File: src/rtl/rbs_pkg.sv
`default_nettype none

package rbs_pkg;

   localparam int unsigned RBS_MAX_CAPACITY = 32'd16777216;
   localparam int unsigned FIELD_W          = 25;
   localparam int unsigned MODE_W           = 3;
   localparam int unsigned ACTION_W         = 2;
   localparam int unsigned GRAN_BITS        = 8;
   localparam int unsigned AVG_SHIFT        = 4;
   localparam logic [FIELD_W-1:0] MIN_CAP_RESET = 25'd4096;

   typedef enum logic [MODE_W-1:0] {
      MODE_PREPARE = 3'd0,
      MODE_COMMIT  = 3'd1,
      MODE_CONSUME = 3'd2,
      MODE_DECAY   = 3'd3,
      MODE_CLEAR   = 3'd4,
      MODE_RESET   = 3'd5,
      MODE_OPEN    = 3'd6
   } mode_type;

   typedef enum logic [ACTION_W-1:0] {
      ACT_NONE    = 2'd0,
      ACT_COMPACT = 2'd1,
      ACT_GROW    = 2'd2,
      ACT_SHRINK  = 2'd3
   } action_type;

   localparam logic CSR_MIN_CAPACITY     = 1'b0;
   localparam logic CSR_INITIAL_CAPACITY = 1'b1;

   // result tdata layout
   localparam int unsigned RSP_CAP_LSB    = 0;
   localparam int unsigned RSP_READ_LSB   = 25;
   localparam int unsigned RSP_WRITE_LSB  = 50;
   localparam int unsigned RSP_FREE_LSB   = 75;
   localparam int unsigned RSP_MARK_LSB   = 100;
   localparam int unsigned RSP_ACT_LSB    = 125;
   localparam int unsigned RSP_MOVED_LSB  = 127;
   localparam int unsigned RSP_DATA_W     = 152;
   localparam int unsigned REQ_DATA_W     = 32;

endpackage

`default_nettype wire

File: src/rtl/receive_buffer_sizing_policy.sv
`default_nettype none

// Receive buffer sizing policy: bookkeeping for an adaptive byte receive buffer
// (capacity, read/write cursors, peak demand, averaged usage watermark, traffic
// flag). Each req item is one event (prepare, commit, consume, decay tick, clear,
// reset, open) and yields exactly one rsp item with the state after the event,
// the copy action taken and a rejected flag in rsp_tuser. One event is taken
// every clock cycle unless the output is stalled by rsp_tready; an item lands in
// the input register when accepted, and its result moves into the output
// register once that is free, where rsp_tvalid rises. The rate is set by the
// single pass of event logic between those two registers. Csr writes are always
// accepted and must only be issued while no event is in flight.
module receive_buffer_sizing_policy
   import rbs_pkg::*;
#(
   parameter int unsigned MAX_CAPACITY = RBS_MAX_CAPACITY
) (
   input  wire logic                  clock,
   input  wire logic                  reset,
   // mode [2:0], amount [27:3], zero [31:28]
   input  wire logic [REQ_DATA_W-1:0] req_tdata,
   input  wire logic                  req_tvalid,
   output logic                       req_tready,
   // capacity, read_offset, write_offset, writable_bytes, usage_mark (25 each),
   // copy_action (2), moved_bytes (25)
   output logic [RSP_DATA_W-1:0]      rsp_tdata,
   // rejected
   output logic [0:0]                 rsp_tuser,
   output logic                       rsp_tvalid,
   input  wire logic                  rsp_tready,
   input  wire logic                  csr_valid,
   output logic                       csr_ready,
   input  wire logic                  csr_index,
   input  wire logic [FIELD_W-1:0]    csr_data
);

   localparam int unsigned SW = $clog2(MAX_CAPACITY + 1);
   localparam int unsigned EW = ((SW > FIELD_W) ? SW : FIELD_W) + 2;
   localparam int unsigned AW = EW + AVG_SHIFT;
   localparam logic [EW-1:0] MAX_E = EW'(MAX_CAPACITY);

   function automatic logic [EW-1:0] round_gran(input logic [EW-1:0] n);
      logic [EW-1:0] s;
      s = n + EW'((1 << GRAN_BITS) - 1);
      return {s[EW-1:GRAN_BITS], {GRAN_BITS{1'b0}}};
   endfunction

   function automatic logic [EW-1:0] max_e(input logic [EW-1:0] a, input logic [EW-1:0] b);
      return (a > b) ? a : b;
   endfunction

   // registers
   logic                 in_valid_ff;
   logic [MODE_W-1:0]    in_mode_ff;
   logic [FIELD_W-1:0]   in_amount_ff;
   logic [SW-1:0]        cap_ff, head_ff, tail_ff, peak_ff, wm_ff;
   logic                 traffic_ff;
   logic [FIELD_W-1:0]   min_cap_ff, init_cap_ff;
   logic                 out_valid_ff;
   logic [RSP_DATA_W-1:0] out_data_ff;
   logic                 out_rej_ff;

   logic advance;

   // extended state
   logic [EW-1:0] e_cap, e_head, e_tail, e_peak, e_wm, e_min, e_init, e_amt;
   logic [EW-1:0] live, room_tail, room_live, live_amt;
   logic [EW-1:0] grow_cap, head_add, tail_add, open_cap, wm_samp;
   logic [EW-1:0] shr_wm, shr_live, shr_tgt;
   logic [AW-1:0] samp_sum;
   logic          drained, grow_over, open_over, shr_ok;

   // next state
   logic [EW-1:0] cap_in, head_in, tail_in, peak_in, wm_in, moved_in, free_in;
   logic          traffic_in, rej_in;
   action_type    act_in;
   mode_type      mode;

   assign advance    = in_valid_ff && (!out_valid_ff || rsp_tready);
   assign req_tready = !in_valid_ff || advance;
   assign csr_ready  = 1'b1;
   assign rsp_tvalid = out_valid_ff;
   assign rsp_tdata  = out_data_ff;
   assign rsp_tuser  = out_rej_ff;
   assign mode       = mode_type'(in_mode_ff);

   assign e_cap  = {{(EW-SW){1'b0}}, cap_ff};
   assign e_head = {{(EW-SW){1'b0}}, head_ff};
   assign e_tail = {{(EW-SW){1'b0}}, tail_ff};
   assign e_peak = {{(EW-SW){1'b0}}, peak_ff};
   assign e_wm   = {{(EW-SW){1'b0}}, wm_ff};
   assign e_min  = {{(EW-FIELD_W){1'b0}}, min_cap_ff};
   assign e_init = {{(EW-FIELD_W){1'b0}}, init_cap_ff};
   assign e_amt  = {{(EW-FIELD_W){1'b0}}, in_amount_ff};

   assign live      = e_tail - e_head;
   assign room_tail = e_cap - e_tail;
   assign room_live = e_cap - live;
   assign live_amt  = live + e_amt;
   assign head_add  = e_head + e_amt;
   assign tail_add  = e_tail + e_amt;
   assign drained   = (head_add == e_tail);

   assign grow_cap  = round_gran(max_e(max_e(e_cap + (e_cap >> 1), e_min), live_amt));
   assign grow_over = grow_cap > MAX_E;
   assign open_cap  = round_gran(e_init);
   assign open_over = open_cap > MAX_E;

   // watermark = (15 * watermark + peak + 15) / 16
   assign samp_sum = {e_wm, {AVG_SHIFT{1'b0}}} - {{AVG_SHIFT{1'b0}}, e_wm}
                   + {{AVG_SHIFT{1'b0}}, e_peak} + AW'((1 << AVG_SHIFT) - 1);
   assign wm_samp  = samp_sum[AW-1:AVG_SHIFT];

   // shrink check shared by drain and decay
   assign shr_wm   = (mode == MODE_CONSUME) ? wm_samp : (e_wm >> 1);
   assign shr_live = (mode == MODE_CONSUME) ? '0 : live;
   assign shr_tgt  = round_gran(max_e(max_e(e_min, shr_live), shr_wm));
   assign shr_ok   = (e_cap > e_min) && ((e_cap >> 1) > shr_wm) && (shr_tgt < e_cap);

   always_comb begin
      cap_in     = e_cap;
      head_in    = e_head;
      tail_in    = e_tail;
      peak_in    = e_peak;
      wm_in      = e_wm;
      traffic_in = traffic_ff;
      act_in     = ACT_NONE;
      moved_in   = '0;
      rej_in     = 1'b0;
      case (mode)
         MODE_PREPARE: begin
            if (room_tail < e_amt) begin
               if (room_live >= e_amt) begin
                  head_in  = '0;
                  tail_in  = live;
                  wm_in    = wm_samp;
                  peak_in  = live_amt;
                  act_in   = ACT_COMPACT;
                  moved_in = live;
               end else if (grow_over) begin
                  rej_in = 1'b1;
               end else begin
                  cap_in   = grow_cap;
                  head_in  = '0;
                  tail_in  = live;
                  wm_in    = grow_cap;
                  peak_in  = live_amt;
                  act_in   = ACT_GROW;
                  moved_in = live;
               end
            end else begin
               peak_in = max_e(e_peak, live_amt);
            end
         end
         MODE_COMMIT: begin
            if (e_amt > room_tail) begin
               rej_in = 1'b1;
            end else begin
               tail_in    = tail_add;
               peak_in    = max_e(e_peak, tail_add - e_head);
               traffic_in = 1'b1;
            end
         end
         MODE_CONSUME: begin
            if (e_amt > live) begin
               rej_in = 1'b1;
            end else if (drained) begin
               head_in = '0;
               tail_in = '0;
               wm_in   = wm_samp;
               peak_in = '0;
               if (shr_ok) begin
                  cap_in = shr_tgt;
                  act_in = ACT_SHRINK;
               end
            end else begin
               head_in = head_add;
            end
         end
         MODE_DECAY: begin
            if (e_cap <= e_min) begin
               cap_in = e_cap;
            end else if (traffic_ff) begin
               traffic_in = 1'b0;
            end else if ((live << 1) <= e_cap) begin
               wm_in = e_wm >> 1;
               if (shr_ok) begin
                  cap_in   = shr_tgt;
                  head_in  = '0;
                  tail_in  = live;
                  act_in   = ACT_SHRINK;
                  moved_in = live;
               end
            end
         end
         MODE_CLEAR: begin
            head_in = '0;
            tail_in = '0;
            peak_in = '0;
         end
         MODE_RESET: begin
            cap_in  = '0;
            head_in = '0;
            tail_in = '0;
            peak_in = '0;
            wm_in   = '0;
         end
         MODE_OPEN: begin
            if (open_over) begin
               rej_in = 1'b1;
            end else begin
               cap_in     = open_cap;
               head_in    = '0;
               tail_in    = '0;
               peak_in    = '0;
               wm_in      = open_cap;
               traffic_in = 1'b0;
               act_in     = (open_cap != '0) ? ACT_GROW : ACT_NONE;
            end
         end
         default: begin
            rej_in = 1'b1;
         end
      endcase
   end

   assign free_in = cap_in - tail_in;

   always_ff @(posedge clock) begin
      if (reset) begin
         in_valid_ff  <= 1'b0;
         out_valid_ff <= 1'b0;
         cap_ff       <= '0;
         head_ff      <= '0;
         tail_ff      <= '0;
         peak_ff      <= '0;
         wm_ff        <= '0;
         traffic_ff   <= 1'b0;
         min_cap_ff   <= MIN_CAP_RESET;
         init_cap_ff  <= '0;
      end else begin
         if (req_tready) begin
            in_valid_ff <= req_tvalid;
         end
         if (advance) begin
            out_valid_ff <= 1'b1;
            cap_ff       <= cap_in[SW-1:0];
            head_ff      <= head_in[SW-1:0];
            tail_ff      <= tail_in[SW-1:0];
            peak_ff      <= peak_in[SW-1:0];
            wm_ff        <= wm_in[SW-1:0];
            traffic_ff   <= traffic_in;
         end else if (rsp_tready) begin
            out_valid_ff <= 1'b0;
         end
         if (csr_valid) begin
            if (csr_index == CSR_MIN_CAPACITY) begin
               min_cap_ff <= csr_data;
            end else begin
               init_cap_ff <= csr_data;
            end
         end
      end
   end

   always_ff @(posedge clock) begin
      if (req_tready && req_tvalid) begin
         in_mode_ff   <= req_tdata[MODE_W-1:0];
         in_amount_ff <= req_tdata[MODE_W+FIELD_W-1:MODE_W];
      end
      if (advance) begin
         out_data_ff <= {moved_in[FIELD_W-1:0], act_in, wm_in[FIELD_W-1:0],
                         free_in[FIELD_W-1:0], tail_in[FIELD_W-1:0],
                         head_in[FIELD_W-1:0], cap_in[FIELD_W-1:0]};
         out_rej_ff  <= rej_in;
      end
   end

endmodule

`default_nettype wire

File: config.mk
export PLATFORM = sky130hd
export DESIGN_NAME = receive_buffer_sizing_policy
export DESIGN_NICKNAME = d
export VERILOG_FILES = /design/src/rtl/rbs_pkg.sv /design/src/rtl/receive_buffer_sizing_policy.sv
export SDC_FILE = /design/constraint.sdc
export NUM_CORES = 2
export LEC_CHECK = 0
export BUFFER_PORTS_ARGS = -buffer_cell sky130_fd_sc_hd__buf_4
export CAP_MARGIN = 15
export CORE_ASPECT_RATIO = 0.8
export CORE_UTILIZATION = 55
export DETAILED_ROUTE_END_ITERATION = 10
export PLACE_DENSITY = 0.75
export REMOVE_ABC_BUFFERS = 1
export SETUP_SLACK_MARGIN = 0.4
export SYNTH_ARGS = -nofsm -noshare
export SYNTH_HDL_FRONTEND = slang
export SYNTH_SLANG_ARGS = --single-unit
File: constraint.sdc
create_clock -name clock -period 20.5 [get_ports clock]
set_input_delay 4.1 -clock clock [delete_from_list [all_inputs] [get_ports clock]]
set_output_delay 4.1 -clock clock [all_outputs]
set_load 0.005 [all_outputs]
==> out/metrics.cfg <==
[outcome]
status = finished clean

[yosys]
synth_ff_type = edfxtp_1
ys_seq_area_share_pct = 22.2
yosys_warnings = 0
syn_avg_cell_area_um2 = 8.03
synthCells = 5061
ys_types = 103
synth_edf_count = 181
ys_seq_elements = 359
postSynth.asyncResetShare_pct = 0
synth_area_um2 = 40600

[critical_path]
crit_slowest_cell = xnor2_1
crit_fanout = 10
crit_top_cell = o21ai_0
critPathBufInv = 3
required_ps = 20970
worstSetupEndpointType = flop
worst_path_largest_cell_delay_ps = 790
worst_setup_path_start_kind = flop
crit_family = compound AO/OA/AOI/OAI gates
critPathKind = reg2reg
cp.arrival_ps = 18930

[grt]
grt_usage_pct = 46.0
top_usage_layer = met1
grt_pass1_wl_um = 255000
grtUsageMet3_pct = 18.3
gr-usage-met1_pct = 65.0
grt_pass1_vias = 37799
use_met2_pct = 60.1
grt_max_degree = 107
antenna_found_initial = 12
grt_overflow = 0

[clock_tree]
clk_path_buf_depth = 3
cts_setup_buffers = 0
cts_root_buf = clkbuf_16
cts_max_level = 2
cts_hold_buf = 0
clkTransAtPathRegs_ps = 60
clock-sinks = 359
numCtsBuffers = 41
cts.repair.resized = 0
clkLatencyLatePin_ps = 640
cts_tree = built

[die]
io_pins = 219
die_width_um = 306
die_height_um = 245
start_util_pct = 56.0
rows = 88
dieArea_um2 = 74900
core_um2 = 72600

[timing]
fin_skew_ps = 51.6
finalSetupTns_ps = 0
period_needed_ps = 18460
worst_slew_pin_slew_ps = 1250
finalCritPeriodShare_pct = 90.0
layout_setup_ws_ps = 2040
rsz0062_at_grt = no
setup_violations = 0
fmax_ghz = 0.0542
hold_viol = 0
whs_ps = 456
relSlewSlack_pct = 15.9
finalMaxSlewViolations = 0

[finish]
drive_gt1_share_pct = 10.1
layout_commonest_cell = ha_1
post-route-util_pct = 62.1
final_cell_mix = ha_1 (616), a21oi_1 (478), nand2_1 (442), nor2_1 (360), o21ai_0 (360)
syn_to_final_growth_pct = 11.0
fin_area_um2 = 45100
fin_nets = 5949

[route]
wl_um = 178000
drc = 0
wire_per_inst_um = 28.5
first_iter_violations = 6495
dr.pass1.iters = 8
vias = 42796
drtAntennaViolNets = 0
via_per_inst = 6.85

[place]
portBuffers = 213
dp_hpwl_um = 139000
placed_area_um2 = 43700
place_ws_ps = 2910
globalplace.congestion = 1.06

[power]
max-vdd-ir-drop_mv = 0.0783
powerDensity_nw_per_um2 = 99.2
p_leak_nw = 19.7

[run]
cap_viol_max_count = 0

[hold_path]
min_path_type = reg2reg

[logic make-up after synthesis]
group / share of synthesized area, %
buf+inv: 5.18
simple gates: 17.5
mux: 1.92
xor+xnor: 6.14
other cells: 0.00923
compound gates: 27.7
flops: 22.2
fa+ha+maj: 19.4
[registers in the layout (all words and copies together) (netlist names), 3 cells and up]
signal	count
cap_ff	25
peak_ff	25
in_amount_ff	25
in_mode_ff	3
wm_ff	25
head_ff	25
tail_ff	25
rsp_tdata	152
min_cap_ff	25
init_cap_ff	25
[layer usage]
metal,routed length (um),vias to the layer above
met5,229,-
met4,9030,8
met3,28900,461
met2,65500,2866
met1,74100,20180
li1,-,19281
[report_power, final]
| group | switching [mW] | total (mW) | internal, mW |
|---|---|---|---|
| Clock | 0.349 | 0.753 | 0.404 |
| Sequential | 0.0468 | 0.852 | 0.805 |
| Combinational | 1.87 | 2.86 | 0.995 |
[tightest hold or removal path, cell delays in order (launching register included)]
cell and delay, ps:
dfxtp_1 300, nand2_1 50, a21oi_1 50
[synth_stat cells (34+ instances only)]
| cell type | n | area, um2 |
|---|---|---|
| a221oi_1 | 34 | 298 |
| o21a_1 | 101 | 758 |
| a21o_1 | 110 | 826 |
| o211ai_1 | 61 | 458 |
| edfxtp_1 | 181 | 5440 |
| and3_1 | 44 | 275 |
| or2_2 | 39 | 244 |
| a211oi_1 | 83 | 623 |
| nor2b_1 | 59 | 369 |
| a31oi_1 | 41 | 257 |
| and2_1 | 45 | 282 |
| clkbuf_1 | 149 | 559 |
| o21ai_0 | 360 | 1800 |
| nor2_1 | 361 | 1360 |
| xnor2_1 | 177 | 1550 |
| nand2b_1 | 70 | 438 |
| dfxtp_1 | 178 | 3560 |
| a21oi_1 | 479 | 2400 |
| nor4_1 | 37 | 231 |
| mux2i_1 | 55 | 551 |
| nand4_1 | 69 | 432 |
| nand3_1 | 89 | 445 |
| xor2_1 | 100 | 876 |
| nor3_1 | 109 | 546 |
| inv_1 | 357 | 1340 |
| o22ai_1 | 38 | 238 |
| nand2_1 | 443 | 1660 |
| ha_1 | 616 | 7710 |
[through the flow]
step | std cells | total power [mW]
floorplan | 4875 | 2.58
global placement | 6159 | 3.52
detailed placement | 6159 | 3.55
CTS | 6235 | 4.31
global route | 6239 | 4.65
finish | 6249 | 4.47
[worst paths after layout]
check,start,endpoint,slack (ps),cells after the start
hold / removal,init_cap_ff[1]$_SDFFE_PP0P_,init_cap_ff[1]$_SDFFE_PP0P_,460,2
setup / recovery,tail_ff[1]$_SDFFE_PP0P_,rsp_tdata[98]$_DFFE_PP_,2040,63
hold reg to reg,init_cap_ff[1]$_SDFFE_PP0P_,init_cap_ff[1]$_SDFFE_PP0P_,460,2
setup reg to reg,tail_ff[1]$_SDFFE_PP0P_,rsp_tdata[98]$_DFFE_PP_,2040,63
[layout make-up]
cell class	count	area, um2
repair buffers	343	2570
fillers	6596	27500
inverters	358	1350
flip-flops and latches	359	9000
clock inverters	25	195
clock buffers	51	1110
well taps	945	1180
diodes	10	25.0
multi-input cells	4158	29600
No activity file was read; power rests on OpenSTA's default activity.
